## src/ars_pkg.sv

```systemverilog
// shared types and constants for the affine residual statistics block
package ars_pkg;

  localparam int unsigned FracBits  = 16;
  localparam int unsigned MaxPoints = 65536;
  localparam int unsigned CntW      = $clog2(MaxPoints + 1);
  localparam int unsigned QDepth    = 2;

  // configuration register indexes
  localparam logic [2:0] RegXLon = 3'd0;
  localparam logic [2:0] RegXLat = 3'd1;
  localparam logic [2:0] RegXOff = 3'd2;
  localparam logic [2:0] RegYLon = 3'd3;
  localparam logic [2:0] RegYLat = 3'd4;
  localparam logic [2:0] RegYOff = 3'd5;

  // squared distance handed from front to back
  typedef struct packed {
    logic [63:0] sq;
    logic        huge;
    logic        last;
  } ars_item_t;

  typedef struct packed {
    logic [31:0] point_error;
    logic        stats_valid;
    logic [31:0] rms_error;
    logic [31:0] mean_error;
    logic [31:0] min_error;
    logic [31:0] max_error;
  } ars_result_t;

endpackage

```

## src/ars_queue.sv

```systemverilog
// short queue between front and back
module ars_queue (
  input  logic               clk_i,
  input  logic               rst_ni,
  input  logic               in_valid_i,
  output logic               in_ready_o,
  input  ars_pkg::ars_item_t in_item_i,
  output logic               out_valid_o,
  input  logic               out_ready_i,
  output ars_pkg::ars_item_t out_item_o
);

  localparam int unsigned PtrW = $clog2(ars_pkg::QDepth);

  ars_pkg::ars_item_t mem_q [ars_pkg::QDepth];
  logic [PtrW-1:0]    wr_q, rd_q;
  logic [PtrW:0]      cnt_q;
  logic               push, pop;

  assign in_ready_o  = (cnt_q != (PtrW+1)'(ars_pkg::QDepth));
  assign out_valid_o = (cnt_q != '0);
  assign push        = in_valid_i & in_ready_o;
  assign pop         = out_valid_o & out_ready_i;
  assign out_item_o  = mem_q[rd_q];

  always_ff @(posedge clk_i or negedge rst_ni) begin
    if (!rst_ni) begin
      wr_q  <= '0;
      rd_q  <= '0;
      cnt_q <= '0;
    end else begin
      if (push) wr_q <= wr_q + 1'b1;
      if (pop) rd_q <= rd_q + 1'b1;
      cnt_q <= cnt_q + (PtrW+1)'(push) - (PtrW+1)'(pop);
    end
  end

  always_ff @(posedge clk_i) begin
    if (push) mem_q[wr_q] <= in_item_i;
  end

endmodule

```

## config.mk

```make
export PLATFORM = sky130hd
export DESIGN_NAME = ars_queue
export DESIGN_NICKNAME = d
export VERILOG_FILES = /design/src/ars_pkg.sv /design/src/ars_queue.sv
export SDC_FILE = /design/constraint.sdc
export NUM_CORES = 1
export LEC_CHECK = 0
export BUFFER_PORTS_ARGS = -buffer_cell sky130_fd_sc_hd__buf_2
export CAP_MARGIN = 15
export CORE_MARGIN = 2
export CORE_UTILIZATION = 40
export CTS_CLUSTER_DIAMETER = 120
export DETAILED_ROUTE_END_ITERATION = 7
export PLACE_DENSITY = 0.61
export SYNTH_ARGS = -nofsm -noshare
export SYNTH_HDL_FRONTEND = slang
export SYNTH_SLANG_ARGS = --single-unit
```

## constraint.sdc

```tcl
create_clock -name clk_i -period 4.5 [get_ports clk_i]
set_input_delay 0.675 -clock clk_i [delete_from_list [all_inputs] [get_ports clk_i]]
set_output_delay 0.675 -clock clk_i [all_outputs]
set_load 0.01 [all_outputs]
```

* Word-level counts from Yosys, hierarchy flattened
Memories as Yosys holds them, arrays and structs flattened. Index checks and enable logic that the tools add are counted.
Cells by class: eq/ne operators 1, muxes and demuxes 2, reduce and logical (&&, ||, !) cells 1, $add $sub $neg 4, bitwise logic cells 2
Operator list (count):
- $add 1x1->1 const B | 2
- $add 2x1->2 | 1
- $and 1x1->1 | 2
- $mux 1 | 2
- $ne 2x2->1 const B | 1
- $reduce_bool 2->1 | 1
- $sub 2x1->2 | 1
Word-level totals: bits of input ports 70, logic and storage cells 14, output and inout bits 68, RAM bits 132, flip-flop bits (word level) 4, memories 1
Memories:
- mem_q | words 2, width 66, rd ports 1, clocked after Yosys merged registers in 0, write ports 1, RTL line ars_queue.sv:15 | ars_pkg::ars_item_t mem_q [ars_pkg::QDepth];

* Depth between registers and ports, before layout
word-level depth 4, depth in mapped cells 5, depth with buffers taken out 5

* Worst setup path after synthesis
OpenSTA, ideal clock, no wires.
kind in2reg, start in in_valid_i, end mem mem_q[0][0] (netlist name), enable pin, path buffers 0, library setup time 490 ps, data arrival time 3509 ps, data required time 4010 ps, path slack 501 ps, stages on the path 2, cell sequence nand2_1 > nor2_1
On the way: word-level cells in the longest chain between the ends 3
RTL lines:
- from (decl) | RTL line ars_queue.sv:5 | input logic in_valid_i,
- $and 1x1->1 | RTL line ars_queue.sv:22 | assign push = in_valid_i & in_ready_o;
- $mux 1 | RTL line ars_queue.sv:39 | if (push) mem_q[wr_q] <= in_item_i;
- $mux 1 (not written as such) | RTL line ars_queue.sv:39
- to (decl) | RTL line ars_queue.sv:15
No other way between the ends.

==> impl_metrics.yaml <==
outcome:
  status: "finished, final reports clean"
power_and_ir_drop:
  ir_drop_v: 0.000325
  p_leak_nw: 2.53
  switchingPower_mw: 1.19
  swShare_pct: 27.5
  p_seq_share_pct: 45.0
  p_comb_share_pct: 25.7
  p_per_area_mw_per_mm2: 665
  internal-power_mw: 3.14
  p_clk_share_pct: 29.3
clock_network:
  cts.sinks: 136
  cts_setup_buffers: 0
  cts.clk_slew.worst_paths_ns: 0.06
  clockRootBuffer: "clkbuf_16"
  cts_tree: "done"
  cts_max_level: 4
  cts_buffers: 17
  cts_max_path_buffers: 2
  clock_latency_ns: 0.41
  ctsHoldBuffers: 0
  cts_resized: 0
cells_and_area:
  drive_gt1_share_pct: 59.8
  diodes: 0
  mostFrequentLayoutCell: "buf_2"
  final_cell_mix: "buf_2, edfxtp_1, mux2_2"
  fill_cells: 1097
  finish.utilization_pct: 52.0
  area.growth.synth_to_final_pct: 27.9
  final_nets: 449
worst_setup_path:
  slowest_stage: "dfrtp_4"
  critPathLaunchType: "flop"
  cpPeakStageDelay_ns: 1.14
  r2r_setup_slack_ns: 2.38
  critPathMaxFanout: 67
  reg2regPathDepth: 4
  path_cells: "mux2_2, buf_2"
  critPathKind: "flop to output port"
  required_ns: 3.83
  reg2reg_to: "mem_q[0][63]$_DFFE_PP_"
  crit_arrival_ns: 2.13
  end_kind: "output port"
  reg2reg_from: "cnt_q[0]$_DFF_PN0_"
global_routing:
  grt_pass1_vias: 2620
  antenna_found_initial: 1
  grt_use_met1_pct: 14.8
  grt_start_max_net_pins: 68
  gr-total-overflow: 0
  grt_busiest_layer: "met2"
  use_met3_pct: 5.36
  grt_pass1_wl_um: 12900
  grt_use_met2_pct: 21.7
  grtUsageTotal_pct: 13.2
detailed_routing:
  post_drt_wl_per_cell_um: 15.6
  ant_nets: 0
  drtIter0Drc: 141
  totalWireLength_um: 8790
  dr.pass1.iters: 4
  via_per_inst: 4.59
  drc: 0
  vias: 2583
sta:
  slew_headroom_pct: 28.7
  fin_tns_setup_ns: 0
  fin_skew_ns: 0.00545
  fmax_mhz: 356
  drv_slew: 0
  rsz0062_at_grt: "no"
  setup_viol: 0
  worst_slew_pin_slew_ns: 1.07
  period_minus_slack_ns: 2.81
  hold_viol_final: 0
  fin_crit_sh_pct: 62.4
job:
  max_cap_violations: 0
die:
  io_pins: 138
  initial_core_util_pct: 40.7
  dieWidth_um: 117
  dieArea_sq_mm: 0.0137
  fp.coreArea_sq_mm: 0.0125
  rows: 41
  die_h_um: 117
place:
  gp_routability_congestion: 0.665
  io_buffers: 137
  place_hpwl_um: 5570
yosys:
  syn_area_per_cell_sq_um: 22.4
  synth_top_area_cell: "edfxtp_1"
  synth_seq_cells: 136
  syn_area_sq_mm: 0.00509
  syn_nets: 298
  yosysWarningCount: 0
  synth_cells: 227
  ys_seq_area_share_pct: 79.8
  synth.area.top_cells: "edfxtp_1, mux2_4, mux2_2, dfrtp_1, buf_6"
  synth_top_area_share_pct: 77.8
  ys_types: 20
worst_hold_path:
  holdCritPathClass: "input port to asynchronous set/reset pin"
flip-flops by register name, indices dropped and copies added, names as in the netlist:
name,cells
rd_q,1
wr_q,1
cnt_q,2
mem_q,132
stage by stage:
step / power (mW) / worst slack (ns) / hold slack, ns / cell area, sq um / std cells
2_1_floorplan: 2.71 / 0.501 / 0.379 / 5090 / 227
3_3_place_gp: 3.11 / 2.05 / 0.489 / 5970 / 531
3_5_place_dp: 3.13 / 2.07 / 0.491 / 5970 / 531
4_1_cts: 4.40 / 1.62 / 0.0514 / 6520 / 563
5_1_grt: 4.57 / 1.57 / 0.0473 / 6520 / 563
6_report: 4.33 / 1.69 / 0.0690 / 6520 / 563
cell type report:
| cell class | count | area (sq um) | share of cell area (%) |
|---|---|---|---|
| multi-input combinational | 84 | 987 | 15.2 |
| clock inverter | 13 | 111 | 1.71 |
| timing repair buffer | 139 | 701 | 10.8 |
| clock buffer | 19 | 433 | 6.64 |
| tap | 172 | 215 | 3.30 |
| sequential | 136 | 4070 | 62.4 |
cells in the mapped netlist:
master and n:
a211oi_1 1, ha_1 1, mux2_4 30, nor2_1 3
nand2b_1 1, dfrtp_1 4, nor2b_1 1, a32oi_1 1
o21ai_0 1, buf_4 1, buf_2 3, xnor2_1 3
and3_1 1, mux2_2 36, a21bo_1 1, buf_6 3
nand2_1 2, or2_2 1, nand3_1 1, edfxtp_1 132
power by group through the flow:
stage               sequential, mW  clock [mW]  combinational, mW
floorplan                     1.83           0              0.871
global placement              1.97           0               1.14
detailed placement            1.99           0               1.14
CTS                           1.96        1.29               1.14
global route                  1.99        1.35               1.22
finish                        1.95        1.27               1.11
worst max-delay path, delay by kind of cell, from the launching register on:
family                 cells  cell delay (ns)
buffers and inverters      1             0.14
muxes                      1             0.43
DFF                        1             1.14
layer usage:
layer,vias to the layer above,wire [um]
li1,1210,-
met1,1260,3650
met2,94,4330
met3,17,646
met4,2,153
met5,-,13
how the worst max path moves through the flow:
stage / cells after the start / startpoint / endpoint
2_1_floorplan: 2 / in_valid_i / mem_q[0][0]$_DFFE_PP_
3_3_place_gp: 2 / rd_q$_DFFE_PN0P_ / out_item_o[9]
3_5_place_dp: 2 / rd_q$_DFFE_PN0P_ / out_item_o[9]
4_1_cts: 2 / rd_q$_DFFE_PN0P_ / out_item_o[9]
5_1_grt: 2 / rd_q$_DFFE_PN0P_ / out_item_o[9]
6_report: 2 / rd_q$_DFFE_PN0P_ / out_item_o[9]
kinds of logic after synthesis:
logic type,after synthesis,synth area share [%]
flip-flops,136,79.8
buffers and inverters,7,1.11
XOR/XNOR,3,0.516
AND/OR/NAND/NOR,10,0.958
multiplexers,66,16.8
adder cells (fa/ha/maj),1,0.246
AO/OA/AOI/OAI,4,0.614
Note: power is estimated with default switching activity, not from simulation.
