===== src/ars_pkg.sv =====
// shared types and constants for the affine residual statistics block
package ars_pkg;

  localparam int unsigned FracBits  = 16;
  localparam int unsigned MaxPoints = 65536;
  localparam int unsigned CntW      = $clog2(MaxPoints + 1);
  localparam int unsigned QDepth    = 2;

  // configuration register indexes
  localparam logic [2:0] RegXLon = 3'd0;
  localparam logic [2:0] RegXLat = 3'd1;
  localparam logic [2:0] RegXOff = 3'd2;
  localparam logic [2:0] RegYLon = 3'd3;
  localparam logic [2:0] RegYLat = 3'd4;
  localparam logic [2:0] RegYOff = 3'd5;

  // squared distance handed from front to back
  typedef struct packed {
    logic [63:0] sq;
    logic        huge;
    logic        last;
  } ars_item_t;

  typedef struct packed {
    logic [31:0] point_error;
    logic        stats_valid;
    logic [31:0] rms_error;
    logic [31:0] mean_error;
    logic [31:0] min_error;
    logic [31:0] max_error;
  } ars_result_t;

endpackage


===== src/ars_back.sv =====
// back part: root, statistics, mean and rms with bit-serial units
module ars_back (
  input  logic                 clk_i,
  input  logic                 rst_ni,
  input  logic                 q_valid_i,
  output logic                 q_ready_o,
  input  ars_pkg::ars_item_t   q_item_i,
  output logic                 out_valid_o,
  input  logic                 out_ready_i,
  output ars_pkg::ars_result_t out_res_o
);

  localparam logic [2:0] StIdle = 3'd0;
  localparam logic [2:0] StRoot = 3'd1;
  localparam logic [2:0] StAcc  = 3'd2;
  localparam logic [2:0] StDiv  = 3'd3;
  localparam logic [2:0] StRms  = 3'd4;
  localparam logic [2:0] StOut  = 3'd5;

  logic [2:0]  state_q, state_d;
  logic [6:0]  it_q;
  logic [63:0] item_sq_q;
  logic        last_q;
  // root unit, two bits per cycle
  logic [63:0] rrem_q;
  logic [65:0] racc_q;
  logic [31:0] root_q;
  logic [65:0] rtrial;
  // divider, one bit per cycle; a load step then 64 steps per word
  logic [63:0] dnum_q;
  logic [63:0] dquo_q;
  logic [63:0] dquo_nx;
  logic [ars_pkg::CntW:0] drem_q;
  logic [ars_pkg::CntW:0] dshift;
  logic        qbit;
  logic        div_sel_q;
  logic [63:0] mean_q;
  logic [31:0] err_q;
  // statistics
  logic [ars_pkg::CntW-1:0] cnt_q;
  logic [47:0] esum_q;
  logic [63:0] ssum_q;
  logic [31:0] min_q, max_q;
  logic [64:0] sadd;
  logic [48:0] eadd;
  ars_pkg::ars_result_t res_q;

  assign rtrial  = {racc_q[63:0], rrem_q[63:62]} - {root_q, 2'b01};
  assign dshift  = {drem_q[ars_pkg::CntW-1:0], dnum_q[63]};
  assign qbit    = (dshift >= {1'b0, cnt_q});
  assign dquo_nx = {dquo_q[62:0], qbit};
  assign sadd    = {1'b0, ssum_q} + {1'b0, item_sq_q};
  assign eadd    = {1'b0, esum_q} + {17'd0, err_q};

  always_comb begin
    state_d = state_q;
    case (state_q)
      StIdle:  if (q_valid_i) state_d = StRoot;
      StRoot:  if (it_q == 7'd31) state_d = StAcc;
      StAcc:   state_d = last_q ? StDiv : StOut;
      StDiv:   if (it_q == 7'd64 && div_sel_q) state_d = StRms;
      StRms:   if (it_q == 7'd31) state_d = StOut;
      StOut:   if (out_ready_i) state_d = StIdle;
      default: state_d = StIdle;
    endcase
  end

  always_ff @(posedge clk_i or negedge rst_ni) begin
    if (!rst_ni) begin
      state_q   <= StIdle;
      it_q      <= '0;
      div_sel_q <= 1'b0;
      cnt_q     <= '0;
      esum_q    <= '0;
      ssum_q    <= '0;
      min_q     <= '1;
      max_q     <= '0;
    end else begin
      state_q <= state_d;
      case (state_q)
        StIdle: begin
          it_q <= '0;
          div_sel_q <= 1'b0;
        end
        StRoot: it_q <= (it_q == 7'd31) ? 7'd0 : it_q + 7'd1;
        StAcc: begin
          // statistics update, frozen once the set is full
          if (cnt_q != ars_pkg::CntW'(ars_pkg::MaxPoints)) begin
            cnt_q  <= cnt_q + 1'b1;
            esum_q <= eadd[48] ? '1 : eadd[47:0];
            ssum_q <= sadd[64] ? '1 : sadd[63:0];
            if (err_q < min_q) min_q <= err_q;
            if (err_q > max_q) max_q <= err_q;
          end
          it_q <= '0;
        end
        StDiv: begin
          if (it_q == 7'd64) begin
            it_q <= '0;
            div_sel_q <= 1'b1;
          end else begin
            it_q <= it_q + 7'd1;
          end
        end
        StRms: it_q <= it_q + 7'd1;
        StOut: begin
          if (out_ready_i && res_q.stats_valid) begin
            cnt_q  <= '0;
            esum_q <= '0;
            ssum_q <= '0;
            min_q  <= '1;
            max_q  <= '0;
          end
        end
        default: it_q <= '0;
      endcase
    end
  end

  // datapath registers
  always_ff @(posedge clk_i) begin
    case (state_q)
      StIdle: begin
        item_sq_q <= q_item_i.sq;
        last_q    <= q_item_i.last;
        rrem_q    <= q_item_i.sq;
        racc_q    <= '0;
        root_q    <= '0;
      end
      StRoot: begin
        rrem_q <= {rrem_q[61:0], 2'b00};
        if (!rtrial[65]) begin
          racc_q <= rtrial;
          root_q <= {root_q[30:0], 1'b1};
        end else begin
          racc_q <= {racc_q[63:0], rrem_q[63:62]};
          root_q <= {root_q[30:0], 1'b0};
        end
        if (it_q == 7'd31) begin
          err_q <= (!rtrial[65]) ? {root_q[30:0], 1'b1} : {root_q[30:0], 1'b0};
        end
      end
      StAcc: begin
        // clear the divider and stage the point result
        dnum_q <= '0;
        drem_q <= '0;
        dquo_q <= '0;
        res_q.point_error <= err_q;
        res_q.stats_valid <= last_q;
        res_q.rms_error   <= '0;
        res_q.mean_error  <= '0;
        res_q.min_error   <= '0;
        res_q.max_error   <= '0;
      end
      StDiv: begin
        if (it_q == 7'd0) begin
          dnum_q <= div_sel_q ? ssum_q : {16'd0, esum_q};
          drem_q <= '0;
        end else begin
          dnum_q <= {dnum_q[62:0], 1'b0};
          drem_q <= qbit ? dshift - {1'b0, cnt_q} : dshift;
          dquo_q <= dquo_nx;
        end
        if (it_q == 7'd64 && !div_sel_q) mean_q <= dquo_nx;
      end
      default: ;
    endcase
    if (state_q == StRms) begin
      rrem_q <= {rrem_q[61:0], 2'b00};
      if (!rtrial[65]) begin
        racc_q <= rtrial;
        root_q <= {root_q[30:0], 1'b1};
      end else begin
        racc_q <= {racc_q[63:0], rrem_q[63:62]};
        root_q <= {root_q[30:0], 1'b0};
      end
      if (it_q == 7'd31) begin
        res_q.rms_error <= (!rtrial[65]) ? {root_q[30:0], 1'b1} : {root_q[30:0], 1'b0};
        res_q.mean_error <= (mean_q[63:32] != '0) ? '1 : mean_q[31:0];
        res_q.min_error <= min_q;
        res_q.max_error <= max_q;
      end
    end
    // seed the rms root from the second quotient
    if (state_q == StDiv && it_q == 7'd64 && div_sel_q) begin
      rrem_q <= dquo_nx;
      racc_q <= '0;
      root_q <= '0;
    end
  end

  assign q_ready_o   = (state_q == StIdle);
  assign out_valid_o = (state_q == StOut);
  assign out_res_o   = res_q;

endmodule


===== config.mk =====
export PLATFORM = sky130hd
export DESIGN_NAME = ars_back
export DESIGN_NICKNAME = d
export VERILOG_FILES = /design/src/ars_pkg.sv /design/src/ars_back.sv
export SDC_FILE = /design/constraint.sdc
export NUM_CORES = 2
export LEC_CHECK = 0
export ABC_AREA = 0
export BUFFER_PORTS_ARGS = -buffer_cell sky130_fd_sc_hd__buf_2
export CAP_MARGIN = 20
export CORE_MARGIN = 8
export CORE_UTILIZATION = 26
export CTS_CLUSTER_SIZE = 14
export DETAILED_ROUTE_END_ITERATION = 10
export PLACE_DENSITY = 0.39
export SYNTH_ARGS = -nofsm -noshare
export SYNTH_HDL_FRONTEND = slang
export SYNTH_SLANG_ARGS = --single-unit

===== constraint.sdc =====
create_clock -name clk_i -period 10.7 [get_ports clk_i]
set_input_delay 2.14 -clock clk_i [delete_from_list [all_inputs] [get_ports clk_i]]
set_output_delay 2.14 -clock clk_i [all_outputs]
set_load 0.01 [all_outputs]

# == Yosys cells after proc, flatten, opt, wreduce, memory -nomap -nowiden ==
# Cells that the tools add are included.
# totals
regBits,830
elab_cells,126
# classes
add_sub_neg,6
magnitude_cmp,3
n_eq_ne,19
mux,52
n_reduce_logical,22
# op_table
operator,n
64-bit 2-to-1 mux,9
64-bit one-hot mux with 2 select lines,4
128-bit 2-to-1 mux,3
32-bit 2-to-1 mux,8
32-bit one-hot mux with 2 select lines,3
48-bit 2-to-1 mux,3
63-bit one-hot mux with 2 select lines,1
48-bit one-hot mux with 2 select lines,1
17-bit 2-to-1 mux,4
17-bit one-hot mux with 2 select lines,2
66-bit by 34-bit subtractor with 66-bit output,1
64-bit by 64-bit adder with 65-bit output,1
63-bit 2-to-1 mux,1
48-bit by 32-bit adder with 49-bit output,1
32-bit greater-than comparator,1
32-bit < comparator,1
32-bit nonzero test,1
7-bit one-hot mux with 4 select lines,1
18-bit by 17-bit greater-or-equal comparator with 1-bit output,1
3-bit 2-to-1 mux,6
2-bit != test (second input constant),9
3-bit one-hot mux with 6 select lines,1
17-bit by 1-bit adder with 17-bit output (second input constant),1
17-bit != test (second input constant),1
22 further kinds,37

# == Longest topological paths before layout ==
# logic_depth
depth_word,4
depth_mapped,14
mapped_depth_nobuf,13

# == Worst setup path before layout ==
# OpenSTA, ideal clock, no wires.
# synth_path
path_kind,register -> output
from,register state_q[0]
to,output q_ready_o
arrival_ns,5.492
t_required_ns,8.560
slack_ns,3.068
stages_incl_launch_ff,4
path_buffers,2
cell_sequence,dfrtp_1 > clkbuf_1 > clkbuf_1 > nor3_1
# synth_via
elab_chain_cells,1
# synth_lines
item,line,text
from (decl),ars_back.sv:20,"logic [2:0] state_q, state_d;"
from (signal assigned),ars_back.sv:70,state_q <= StIdle;
from (signal assigned),ars_back.sv:79,state_q <= state_d;
3-bit logical NOT,ars_back.sv:192,assign q_ready_o = (state_q == StIdle);
to (decl),ars_back.sv:6,"output logic q_ready_o,"
# Every way passes these cells.

# == Worst setup path in the final report ==
# layout_path
from,register state_q[1]
to,register esum_q[36]
# layout_via
elab_chain_cells,3
# layout_lines
item,line,text
3-bit by 2-bit == test with 1-bit output or 3-bit == test (tied branches),ars_back.sv:80,case (state_q)
"2-bit != test (no line), or another cell as far along",n/a,
3-bit AND reduction (no line),n/a,
to (signal assigned),ars_back.sv:90,esum_q <= eadd[48] ? '1 : eadd[47:0];
to (decl),ars_back.sv:41,logic [47:0] esum_q;
# Several ways; a longest one is shown, not always the timed one.
# A chain may end at the register's enable or synchronous reset.

==> impl_metrics.env <==
export IMPL_holdWs_ps=443
export IMPL_path_clk_slew_ps=60
export IMPL_drt_iter0_drc=2151
export IMPL_rsz0062_at_grt="no"
export IMPL_via_count=32322
export IMPL_avgViaCountPerCell=4.86
export IMPL_antenna_found_initial=7
export IMPL_total_power_mw=11.6
export IMPL_path_max_fanout=88
export IMPL_initial_core_util_pct=26.1
export IMPL_fillers=16889
export IMPL_power_leakage_nw=19.5
export IMPL_cp_start_kind="register"
export IMPL_cts_tree="done"
export IMPL_synthAdderAreaFrac_pct=6.50
export IMPL_power_density_nw_per_um2=237
export IMPL_drc=0
export IMPL_ys_types=98
export IMPL_worst_slew_pin_slew_ps=1300
export IMPL_cp_end_kind="register"
export IMPL_rows=147
export IMPL_final_area_sq_um=48900
export IMPL_cts_resized=0
export IMPL_clock_root_buffer="clkbuf_16"
export IMPL_synth_cells=4265
export IMPL_grt_overflow=0
export IMPL_required_ps=11300
export IMPL_synth_seq_cells=830
export IMPL_regArea_sq_um=21700
export IMPL_cts_buffers=102
export IMPL_instances_no_fill=6651
export IMPL_clock_sinks=830
export IMPL_async_flop_share_pct=24.6
export IMPL_ant_nets=0
export IMPL_fmax_ghz=0.196
export IMPL_synth_simple_area_share_pct=14.8
export IMPL_drt_wl_total_um=138000
export IMPL_fin_crit_sh_pct=47.6
export IMPL_relSlewSlack_pct=13.3
export IMPL_portBuffers=231
export IMPL_synthXorXnorAreaFrac_pct=3.47
export IMPL_cts_setup_buffers=0
export IMPL_gp_congestion=0.822
export IMPL_fin_crit_ps=5090
export IMPL_fin_nets=4689
export IMPL_drive_gt1_share_pct=11.8
export IMPL_dieWidth_um=418
export IMPL_hp_class="reg2reg"
export IMPL_syn_nets=4551
export IMPL_grt_pass1_wl_um=210000
export IMPL_die_h_um=418
export IMPL_clock_latency_ps=720
export IMPL_tns_ps=0
export IMPL_irDropWorstVdd_uv=148
export IMPL_synth_compound_area_share_pct=18.4
export IMPL_syn_cell_area_sq_um=41900
export IMPL_placedCellCount=6457
export IMPL_place_hpwl_um=95500
export IMPL_ys_flop_type="edfxtp_1"
export IMPL_synth_area_leaders="edfxtp_1 29%, dfxtp_1 11%, dfrtp_1 10%"
export IMPL_synth_top_family_by_area="compound AO/OA/AOI/OAI gates"
export IMPL_grt_usage_pct=15.4
export IMPL_core_sq_um=160000
export IMPL_cts_hold_buf=0
export IMPL_yosys_warnings=0
export IMPL_clk_path_buf_depth=3
export IMPL_setup_viol=0
export IMPL_synth_top_area_share_pct=28.8
export IMPL_critical_path_class="reg2reg"
export IMPL_muxShareOfSynthArea_pct=1.29
export IMPL_yosysSeqAreaShare_pct=51.8
export IMPL_dr_pass1_iters=5
export IMPL_finClkSkew_ps=34.1
export IMPL_pin_count=233
export IMPL_grt_max_degree=226
export IMPL_dieArea_sq_um=174000
export IMPL_htreeDepth=3
export IMPL_first_global_vias=32428
export IMPL_crit_arrival_ps=5690
export IMPL_maxCapViolations=0
export IMPL_hold_viol=0
export IMPL_status="finished, final reports clean"
export IMPL_placed_cell_area_sq_um=45300
export IMPL_wire_per_inst_um=20.8
export IMPL_area_growth_pct=16.7
export IMPL_antenna_cells=0
export IMPL_yosysTopAreaCell="edfxtp_1"
export IMPL_synth_edff_count=402
export IMPL_synth_area_per_cell_sq_um=9.83
export IMPL_maxSlewViolCount=0
export IMPL_multi_input_area_sq_um=18800
-- metrics by stage --
| step | setup slack [ps] | utilization [%] |
|---|---|---|
| floorplan | 3070 | - |
| global placement | 5290 | 28.2 |
| global route | 5130 | 30.5 |
| CTS | 5470 | 30.5 |
| finish | 5610 | 30.5 |
| detailed placement | 5520 | 28.3 |
-- cells in the mapped netlist (all sizes together) (62+ instances only) --
| cell | number |
|---|---|
| dfrtp | 172 |
| a21o | 89 |
| a21oi | 320 |
| nand2 | 601 |
| ha | 213 |
| a211oi | 80 |
| inv | 156 |
| clkbuf | 220 |
| and3 | 80 |
| nor2 | 338 |
| a31oi | 136 |
| nand4 | 63 |
| xor2 | 76 |
| xnor2 | 89 |
| nand3 | 62 |
| o21ai | 324 |
| dfxtp | 224 |
| edfxtp | 402 |
-- power by group --
part / switching, mW / total [mW] / leakage (nW) / internal, mW
registers: 0.343 / 4.21 / 8.12 / 3.86
clock network: 1.47 / 3.72 / 1.75 / 2.25
logic: 2.25 / 3.66 / 9.62 / 1.40
-- worst paths after layout --
check	startpoint	to	slack (ps)	cells past startpoint
setup / recovery	state_q[1]	esum_q[36]	5610	11
hold / removal	last_q	out_res_o[128]	440	0
setup reg to reg	state_q[1]	esum_q[36]	5610	11
hold reg to reg	last_q	out_res_o[128]	440	0
max in group asynchronous	rst_ni	div_sel_q	7700	2
min in group asynchronous	rst_ni	cnt_q[15]	1510	1
-- kinds of logic after synthesis --
group / Yosys count
AOI/OAI and AO/OA: 1232
xor gates and xnor gates: 165
adders and majority gates: 216
buffers and inverters: 402
DFF: 830
muxes: 54
and+or+nand+nor: 1366
-- cell usage in the layout (no fill, tap or decap), drive strengths merged, types with 34 or more instances in the layout --
master / instances
a211oi: 80
clkbuf: 131
o21ai: 324
o22ai: 34
nand2: 601
a22o: 53
nand3: 62
nor2: 338
a21o: 89
and3: 80
inv: 160
clkinv: 39
a31oi: 136
xnor2: 89
o22a: 34
nor3: 56
nand4: 63
edfxtp: 402
dfrtp: 172
a21oi: 320
mux2i: 54
nand2b: 34
xor2: 76
buf: 277
dfxtp: 224
ha: 213
-- state kept, by name, summed over array words and instances (netlist names), 48 cells and up --
name and cells:
ssum_q 64, out_res_o 161, racc_q 64, rrem_q 64
esum_q 48, item_sq_q 64, mean_q 64, dquo_q 63
dnum_q 64
-- critical path, stage by stage (launching register included) --
cell and delay (ps):
dfrtp_1 690, nand2b_1 200, inv_4 470, nand2b_4 370
buf_16 300, inv_2 70, buf_4 500, and2_4 850
buf_4 810, nand3_1 190, o21ba_2 230, nor3_1 170
-- layer usage --
metal / track usage (%) / vias up / wire length, um
met5: 0 / - / 0
met4: 4.67 / 0 / 4150
met3: 2.03 / 179 / 4760
met2: 24.8 / 552 / 62200
met1: 21.6 / 15732 / 67100
li1: - / 15859 / -
-- layout make-up --
| cell class | count | area share, % |
|---|---|---|
| clock inverter | 63 | 1.62 |
| multi-input combinational | 3033 | 38.3 |
| inverter | 157 | 1.21 |
| timing repair buffer | 279 | 3.22 |
| tap | 2160 | 5.52 |
| sequential | 830 | 44.4 |
| clock buffer | 129 | 5.72 |
Power figures use the tool's default switching activity.
